--- src/rtl/scm_pkg.sv ---
// Shared types and constants for the substring first-match search block.
package scm_pkg;

    localparam int CH_W  = 8;
    localparam int IDX_W = 16;

    typedef struct packed {
        logic            mode;
        logic [CH_W-1:0] ch;
        logic            last;
    } t_in;

    typedef struct packed {
        logic             found;
        logic [IDX_W-1:0] match_index;
        logic             overflow;
    } t_out;

    typedef enum logic [1:0] {
        CMD_PAT_FIRST,
        CMD_PAT_NEXT,
        CMD_TEXT,
        CMD_TEXT_LAST
    } t_cmd;

    typedef struct packed {
        t_cmd            cmd;
        logic [CH_W-1:0] ch;
    } t_qitem;

endpackage

--- src/rtl/substring_first_match.sv ---
// Top level: first-occurrence substring search over a character stream.
//
// Input channel (i_in_valid / o_in_ready / i_in_data): one character per
// transaction. mode 0 loads pattern characters, last closing the pattern; a
// pattern character after a closed pattern starts a new load. mode 1 sends
// text; the text character with last set produces exactly one result.
// Output channel (o_out_valid / i_out_ready / o_out_data): found, the start
// index of the earliest match (0 when not found) and overflow.
// Throughput: one character per cycle, by a parallel compare of the character
// against all PATTERN_MAX stored pattern bytes, unless a last text character
// waits on a busy result register. The last text character of a search passes
// the input register and a queue entry before the engine writes its result register.
// Reset clears all control state; the pattern store needs no clearing pass.
// When the receiver stalls, the result register holds; the engine keeps
// consuming characters until it meets the next last text character, then the
// queue and input register fill and o_in_ready drops.
module substring_first_match #(
    parameter int PATTERN_MAX   = 64,
    parameter int POSITION_BITS = 16
) (
    input  logic          i_clk,
    input  logic          i_rst_n,
    input  logic          i_in_valid,
    output logic          o_in_ready,
    input  scm_pkg::t_in  i_in_data,
    output logic          o_out_valid,
    input  logic          i_out_ready,
    output scm_pkg::t_out o_out_data
);

    logic            push_valid;
    logic            push_ready;
    scm_pkg::t_qitem push_item;
    logic            pop_valid;
    logic            pop_ready;
    scm_pkg::t_qitem pop_item;

    scm_front u_front (
        .i_clk        (i_clk),
        .i_rst_n      (i_rst_n),
        .i_in_valid   (i_in_valid),
        .o_in_ready   (o_in_ready),
        .i_in_data    (i_in_data),
        .o_push_valid (push_valid),
        .i_push_ready (push_ready),
        .o_push_item  (push_item)
    );

    scm_queue u_queue (
        .i_clk        (i_clk),
        .i_rst_n      (i_rst_n),
        .i_push_valid (push_valid),
        .o_push_ready (push_ready),
        .i_push_item  (push_item),
        .o_pop_valid  (pop_valid),
        .i_pop_ready  (pop_ready),
        .o_pop_item   (pop_item)
    );

    scm_back #(
        .PATTERN_MAX   (PATTERN_MAX),
        .POSITION_BITS (POSITION_BITS)
    ) u_back (
        .i_clk       (i_clk),
        .i_rst_n     (i_rst_n),
        .i_valid     (pop_valid),
        .o_ready     (pop_ready),
        .i_item      (pop_item),
        .o_out_valid (o_out_valid),
        .i_out_ready (i_out_ready),
        .o_out_data  (o_out_data)
    );

    a_not_found_zero_index: assert property (@(posedge i_clk) disable iff (!i_rst_n)
        (o_out_valid && !o_out_data.found) |-> (o_out_data.match_index == '0))
        else $error("match_index nonzero on a not-found result");

    a_last_needs_slot: assert property (@(posedge i_clk) disable iff (!i_rst_n)
        (pop_valid && pop_ready && (pop_item.cmd == scm_pkg::CMD_TEXT_LAST))
            |-> (!o_out_valid || i_out_ready))
        else $error("final text char consumed while result register busy");

    a_result_from_last: assert property (@(posedge i_clk) disable iff (!i_rst_n)
        $rose(o_out_valid)
            |-> $past(pop_valid && pop_ready && (pop_item.cmd == scm_pkg::CMD_TEXT_LAST)))
        else $error("result produced without a final text char");

endmodule

--- src/rtl/scm_front.sv ---
// Input stage: accepts characters and classifies them into search commands.
module scm_front (
    input  logic            i_clk,
    input  logic            i_rst_n,
    input  logic            i_in_valid,
    output logic            o_in_ready,
    input  scm_pkg::t_in    i_in_data,
    output logic            o_push_valid,
    input  logic            i_push_ready,
    output scm_pkg::t_qitem o_push_item
);

    logic            r_valid;
    logic            n_valid;
    scm_pkg::t_qitem r_item;
    scm_pkg::t_qitem n_item;
    logic            r_pat_done;
    logic            n_pat_done;
    logic            accept;

    assign o_in_ready   = !r_valid || i_push_ready;
    assign accept       = i_in_valid && o_in_ready;
    assign o_push_valid = r_valid;
    assign o_push_item  = r_item;

    always_comb begin
        n_valid    = r_valid;
        n_item     = r_item;
        n_pat_done = r_pat_done;
        if (r_valid && i_push_ready) begin
            n_valid = 1'b0;
        end
        if (accept) begin
            n_valid   = 1'b1;
            n_item.ch = i_in_data.ch;
            if (i_in_data.mode) begin
                n_item.cmd = i_in_data.last ? scm_pkg::CMD_TEXT_LAST : scm_pkg::CMD_TEXT;
                n_pat_done = 1'b1;
            end else begin
                // a pattern char after a closed pattern restarts the load
                n_item.cmd = r_pat_done ? scm_pkg::CMD_PAT_FIRST : scm_pkg::CMD_PAT_NEXT;
                n_pat_done = i_in_data.last;
            end
        end
    end

    always_ff @(posedge i_clk) begin
        if (!i_rst_n) begin
            r_valid    <= 1'b0;
            r_pat_done <= 1'b0;
        end else begin
            r_valid    <= n_valid;
            r_pat_done <= n_pat_done;
        end
    end

    always_ff @(posedge i_clk) begin
        r_item <= n_item;
    end

endmodule

--- src/rtl/scm_queue.sv ---
// Two-entry command queue between the classifier and the match engine.
module scm_queue (
    input  logic            i_clk,
    input  logic            i_rst_n,
    input  logic            i_push_valid,
    output logic            o_push_ready,
    input  scm_pkg::t_qitem i_push_item,
    output logic            o_pop_valid,
    input  logic            i_pop_ready,
    output scm_pkg::t_qitem o_pop_item
);

    scm_pkg::t_qitem r_mem [2];
    logic            r_wr_ptr;
    logic            r_rd_ptr;
    logic [1:0]      r_count;
    logic            push;
    logic            pop;

    assign o_push_ready = (r_count != 2'd2);
    assign o_pop_valid  = (r_count != 2'd0);
    assign o_pop_item   = r_mem[r_rd_ptr];
    assign push         = i_push_valid && o_push_ready;
    assign pop          = o_pop_valid && i_pop_ready;

    always_ff @(posedge i_clk) begin
        if (!i_rst_n) begin
            r_wr_ptr <= 1'b0;
            r_rd_ptr <= 1'b0;
            r_count  <= 2'd0;
        end else begin
            if (push) begin
                r_wr_ptr <= !r_wr_ptr;
            end
            if (pop) begin
                r_rd_ptr <= !r_rd_ptr;
            end
            r_count <= r_count + {1'b0, push} - {1'b0, pop};
        end
    end

    always_ff @(posedge i_clk) begin
        if (push) begin
            r_mem[r_wr_ptr] <= i_push_item;
        end
    end

endmodule

--- src/rtl/scm_back.sv ---
// Match engine: pattern store, shifted match vector and result register.
module scm_back #(
    parameter int PATTERN_MAX   = 64,
    parameter int POSITION_BITS = 16
) (
    input  logic            i_clk,
    input  logic            i_rst_n,
    input  logic            i_valid,
    output logic            o_ready,
    input  scm_pkg::t_qitem i_item,
    output logic            o_out_valid,
    input  logic            i_out_ready,
    output scm_pkg::t_out   o_out_data
);

    localparam int IW = (PATTERN_MAX > 1) ? $clog2(PATTERN_MAX) : 1;
    localparam int LW = $clog2(PATTERN_MAX + 1);
    localparam int PB = POSITION_BITS;
    localparam int SW = PB + LW;
    localparam int XW = PB + scm_pkg::IDX_W;

    logic [scm_pkg::CH_W-1:0] r_pat [PATTERN_MAX];
    logic [LW-1:0]            r_len,       n_len;
    logic                     r_too_long,  n_too_long;
    logic [PATTERN_MAX-1:0]   r_partial,   n_partial;
    logic [PB-1:0]            r_pos,       n_pos;
    logic                     r_txt_ovf,   n_txt_ovf;
    logic                     r_seen,      n_seen;
    logic [PB-1:0]            r_start,     n_start;
    logic                     r_out_valid, n_out_valid;
    scm_pkg::t_out            r_out,       n_out;

    logic                   pop;
    logic                   pat_we;
    logic [IW-1:0]          pat_addr;
    logic [PATTERN_MAX:0]   shifted;
    logic [PATTERN_MAX-1:0] eq_vec;
    logic [PATTERN_MAX-1:0] nxt_partial;
    logic [PATTERN_MAX-1:0] top_vec;
    logic                   hit;
    logic                   sat;
    logic [SW-1:0]          start_sum;
    logic [XW-1:0]          start_ext;

    assign o_ready     = (i_item.cmd != scm_pkg::CMD_TEXT_LAST) || !r_out_valid || i_out_ready;
    assign pop         = i_valid && o_ready;
    assign o_out_valid = r_out_valid;
    assign o_out_data  = r_out;

    // parallel compare against every stored pattern position
    assign shifted = {r_partial, 1'b1};
    always_comb begin
        for (int i = 0; i < PATTERN_MAX; i++) begin
            eq_vec[i]      = (r_pat[i] == i_item.ch) && (LW'(i) < r_len);
            nxt_partial[i] = shifted[i] && eq_vec[i];
            top_vec[i]     = (LW'(i + 1) == r_len);
        end
    end

    assign hit       = (|(nxt_partial & top_vec)) && !r_too_long && !r_seen;
    assign sat       = (r_pos == {PB{1'b1}});
    assign start_sum = {{LW{1'b0}}, r_pos} + SW'(1) - {{PB{1'b0}}, r_len};

    always_comb begin
        n_len       = r_len;
        n_too_long  = r_too_long;
        n_partial   = r_partial;
        n_pos       = r_pos;
        n_txt_ovf   = r_txt_ovf;
        n_seen      = r_seen;
        n_start     = r_start;
        n_out_valid = r_out_valid;
        n_out       = r_out;
        pat_we      = 1'b0;
        pat_addr    = r_len[IW-1:0];
        start_ext   = '0;
        if (i_out_ready) begin
            n_out_valid = 1'b0;
        end
        if (pop) begin
            unique case (i_item.cmd)
                scm_pkg::CMD_PAT_FIRST: begin
                    pat_we     = 1'b1;
                    pat_addr   = '0;
                    n_len      = LW'(1);
                    n_too_long = 1'b0;
                end
                scm_pkg::CMD_PAT_NEXT: begin
                    if (r_len < LW'(PATTERN_MAX)) begin
                        pat_we = 1'b1;
                        n_len  = r_len + LW'(1);
                    end else begin
                        n_too_long = 1'b1;
                    end
                end
                scm_pkg::CMD_TEXT, scm_pkg::CMD_TEXT_LAST: begin
                    if (sat) begin
                        n_txt_ovf = 1'b1;
                    end else begin
                        n_partial = nxt_partial;
                        n_pos     = r_pos + PB'(1);
                        if (hit) begin
                            n_seen  = 1'b1;
                            n_start = start_sum[PB-1:0];
                        end
                    end
                end
            endcase
            if (i_item.cmd == scm_pkg::CMD_TEXT_LAST) begin
                start_ext         = {{scm_pkg::IDX_W{1'b0}}, n_start};
                n_out_valid       = 1'b1;
                n_out.found       = n_seen && !r_too_long && (r_len != '0);
                n_out.match_index = n_out.found ? start_ext[scm_pkg::IDX_W-1:0] : '0;
                n_out.overflow    = r_too_long || n_txt_ovf;
            end
            // every pattern char and every finished text drops the text state
            if (i_item.cmd != scm_pkg::CMD_TEXT) begin
                n_partial = '0;
                n_pos     = '0;
                n_txt_ovf = 1'b0;
                n_seen    = 1'b0;
                n_start   = '0;
            end
        end
    end

    always_ff @(posedge i_clk) begin
        if (!i_rst_n) begin
            r_len       <= '0;
            r_too_long  <= 1'b0;
            r_partial   <= '0;
            r_pos       <= '0;
            r_txt_ovf   <= 1'b0;
            r_seen      <= 1'b0;
            r_start     <= '0;
            r_out_valid <= 1'b0;
        end else begin
            r_len       <= n_len;
            r_too_long  <= n_too_long;
            r_partial   <= n_partial;
            r_pos       <= n_pos;
            r_txt_ovf   <= n_txt_ovf;
            r_seen      <= n_seen;
            r_start     <= n_start;
            r_out_valid <= n_out_valid;
        end
    end

    always_ff @(posedge i_clk) begin
        r_out <= n_out;
        if (pat_we) begin
            r_pat[pat_addr] <= i_item.ch;
        end
    end

endmodule

--- config.mk ---
export PLATFORM = sky130hd
export DESIGN_NAME = substring_first_match
export DESIGN_NICKNAME = d
export VERILOG_FILES = /design/src/rtl/scm_pkg.sv /design/src/rtl/substring_first_match.sv /design/src/rtl/scm_front.sv /design/src/rtl/scm_queue.sv /design/src/rtl/scm_back.sv
export SDC_FILE = /design/constraint.sdc
export NUM_CORES = 1
export LEC_CHECK = 0
export BUFFER_PORTS_ARGS = -buffer_cell sky130_fd_sc_hd__buf_2
export CORE_ASPECT_RATIO = 0.6
export CORE_MARGIN = 5
export CORE_UTILIZATION = 48
export CTS_CLUSTER_SIZE = 28
export DETAILED_ROUTE_END_ITERATION = 10
export PLACE_DENSITY = 0.61
export SLEW_MARGIN = 10
export SYNTH_ARGS = -nofsm -noshare
export SYNTH_HDL_FRONTEND = slang
export SYNTH_SLANG_ARGS = --single-unit
--- constraint.sdc ---
create_clock -name i_clk -period 5.8 [get_ports i_clk]
set_input_delay 0.87 -clock i_clk [delete_from_list [all_inputs] [get_ports i_clk]]
set_output_delay 0.87 -clock i_clk [all_outputs]
set_load 0.005 [all_outputs]
==> results by group <==
Clocking
  – Post-CTS Setup Inserts: 0
  – CTS Hold Bufs: 0
  – Post_cts resized: 0
  – Clock sink count: 673
  – CTS Buf Count: 61
  – Clk_lat worst skew: between 0.6 and 0.7 ns
  – Root Driver: clkbuf_16
  – # H-tree levels: 2
  – Worst-path clk slew: 0.07 ns
  – CTS max path bufs: 3
  – CTS tree: done

Drt
  – Met2 WL post-DR: 38.1 mm
  – Post-route antenna net violation count: 0
  – DRC viols: 0
  – Met1 wire length: approximately 41 mm
  – Avg WL per Cell: around 28 um
  – Via-per-instance ratio: a little under 6
  – Initial DRT Pass Iterations: 5
  – Via count: 19454
  – Met3 wire len: roughly 9.5 mm
  – Iteration-0 DRC Markers: 1796
  – Wirelength, routed: 90.9 mm
  – Highest metal used: met4

Synthesis
  – Main synth FF type: edfxtp_1
  – Post-Synthesis Cells: 2366
  – Yosys top cell area share: 54.6%
  – Synth area leaders: edfxtp_1 (55%), xnor2_1 (12%), dfxtp_1 (7.3%), xor2_1 (3.1%), nor2_1 (1.7%)
  – Avg Inst Size Synth: around 13 um2
  – Post-synth design cell area: 0.0308 mm2
  – Dominant cell type by area after synthesis: edfxtp_1
  – Synth cell count leaders: edfxtp_1 (560), xnor2_1 (427), nor2_1 (141)
  – Synth Register Bits: a little under 700
  – Sequential fraction of the synthesis area: about three fifths
  – Count leader, synth: edfxtp_1
  – Synth unique cells: 75
  – Number of synthesized flops with an enable pin: 560
  – Syn. warnings: 0
  – Net Count, Synth: 2417
  – Post-synth ARST share: 0%

Floorplanning
  – Row cnt: 71
  – Initial core utilization: between 40% and 50%
  – Die H: 206 um
  – DIE AREA: about 0.070 mm2
  – I/O Pins: 34
  – Die width: 337 um
  – Core Box Area: roughly 0.063 mm2

Timing
  – Slew @ Worst Pin: 1.12 ns
  – WHS: approximately 0.40 ns
  – RSZ-0062 raised after global routing: no
  – Slew headroom: 25.3%
  – Final Skew: 0.0248 ns
  – Hold Fails Final Rpt: 0
  – Final cycle utilization of the critical path: 84.6%
  – Max frequency: 204 MHz
  – # setup viols final: 0
  – Max Slew Vio Count: 0
  – Final min period: 4.91 ns
  – Post-Route Setup TNS: 0 ns

GRT
  – Initial antenna violation count: 0
  – GRT Residual Overflow: 0
  – Pin count of the biggest net entering global routing: 77
  – First-pass GRT wire length: roughly 130 mm
  – GRT Overall Usage: 26.2%
  – Vias in the first global route: around 19000

Worst setup path
  – Worst EP required: ~6.2 ns
  – Path depth of the worst reg2reg path: 10
  – Critical path class: register to register
  – Critical Path Source: u_back.r_len[5]
  – Reg-to-Reg Start: u_back.r_len[5]
  – Startpoint Class: register
  – CP Capture Type: register
  – CP Max Fanout: 27
  – Arr. time, crit path: around 5.3 ns
  – Crit path to: u_back.o_out_data[16]
  – Worst reg2reg endpoint: u_back.o_out_data[16]
  – Reg2Reg Setup Slack: 0.89 ns

Cells and area
  – Post-route cell area: about 0.034 mm2
  – Layout area overhead: 9.87%
  – Fraction of layout cells with a size suffix above 1: 9.22%
  – Final core occ: about 54%
  – # fillers: 5285
  – Nets: 2449

Pwr
  – Peak supply drop: around 250 uV
  – Leak: roughly 11 nW
  – Pwr/cell area: about 370 mW/mm2

Placed design
  – # port buffers: 33
  – Hpwl dp: 56.7 mm
  – Placed cell area: ~0.032 mm2
  – Gpl congestion: 0.995

Job
  – Total of max-cap violations: 0

Min path
  – Hold/Removal Path Class: input pin to register
  – Hold_sp: i_in_data[5]

Outcome
  – Status: finished, final reports clean
==> metal layers <==
metal  up-vias  GRT usage (%)
met1      9862           38.5
met2       861           38.4
met4         0           6.29
met5         -              0
met3       133           7.85
li1       8598              -
==> layout by cell type (no fill, tap or decap), types with 44 or more instances in the layout <==
master,n
nand4_1,63
nor2_1,141
nor3_1,86
nand3_1,69
o21ai_0,44
inv_1,45
clkbuf_16,63
buf_4,53
nand2_1,94
a21oi_1,66
dfxtp_1,113
xor2_1,110
xnor2_1,427
edfxtp_1,560
nor4_1,77
==> sequential cells by signal (all words and copies together), names as in the netlist, named ones only <==
register,flops
u_back.r_pat,512
u_back.r_partial,63
u_queue.r_mem,20
u_back.o_out_data,18
u_back.r_pos,16
u_back.r_start,16
u_front.o_push_item,10
u_back.r_len,7
u_queue.r_count,2
u_back.o_out_valid,1
u_back.r_seen,1
u_back.r_too_long,1
u_back.r_txt_ovf,1
u_front.o_push_valid,1
u_front.r_pat_done,1
u_queue.r_rd_ptr,1
u_queue.r_wr_ptr,1
==> kinds of logic (layout without fill, tap and decap cells) <==
family                     count (synthesis)  after routing  share of synthesized area, %
DFF                                      673            673                          61.9
and+or+nand+nor                          673            673                          11.4
xor gates and xnor gates                 537            537                          15.3
AOI/OAI and AO/OA                        251            251                          5.86
buffers and inverters                    185            270                          3.44
adders and majority gates                 37             37                          1.53
muxes                                     10             10                         0.593
other                                      0              2                             0
==> how the worst min path moves through the flow <==
stage	end	depth (start not counted)
2_1_floorplan	u_queue.r_mem[0][0]	0
6_report	u_front.o_push_item[4]	1
3_5_place_dp	u_back.r_start[1]	2
3_3_place_gp	u_back.r_start[2]	2
5_1_grt	u_front.o_push_item[0]	1
4_1_cts	u_front.o_push_item[4]	1
==> critical path, cell delays in order (launching register included) <==
cell and delay [ns]:
dfxtp_1 1.06, nand4bb_1 0.60, o211ai_1 0.41, nor2_1 0.09, nand4_1 0.34, nand4_1 0.17
nor4_1 0.66, nand4_2 0.42, o31ai_4 0.53, nor3_4 0.12, a22o_1 0.22
==> through the flow <==
| step | setup slack [ns] | power, W | instances |
|---|---|---|---|
| after CTS | 1.05 | 0.0127 | 3290 |
| after detailed placement | 1.07 | 0.00856 | 3174 |
| after global placement | 1.16 | 0.00853 | 3174 |
| after global routing | 0.795 | 0.0131 | 3290 |
| after floorplan | 2.06 | 0.00762 | 2366 |
| final | 0.893 | 0.0126 | 3292 |
==> area by class of cell <==
cell class / instances / area, um2 / area share, %
sequential: 673 / 19100 / 56.4
clock buffer: 91 / 1780 / 5.26
tap: 839 / 1050 / 3.10
timing repair buffer: 96 / 763 / 2.26
antenna: 2 / 5.00 / 0.0148
clock inverter: 25 / 253 / 0.747
multi-input combinational: 1508 / 10700 / 31.6
inverter: 58 / 223 / 0.658
==> power by group <==
group          total, W  internal (W)  switching, W  leakage, nW
Sequential      0.00562       0.00556     0.0000635         5.96
Combinational   0.00285      0.000863       0.00198         3.55
Clock           0.00414       0.00234       0.00180        0.995
Total            0.0126       0.00876       0.00384         10.5
No activity file was read; power rests on OpenSTA's default activity.
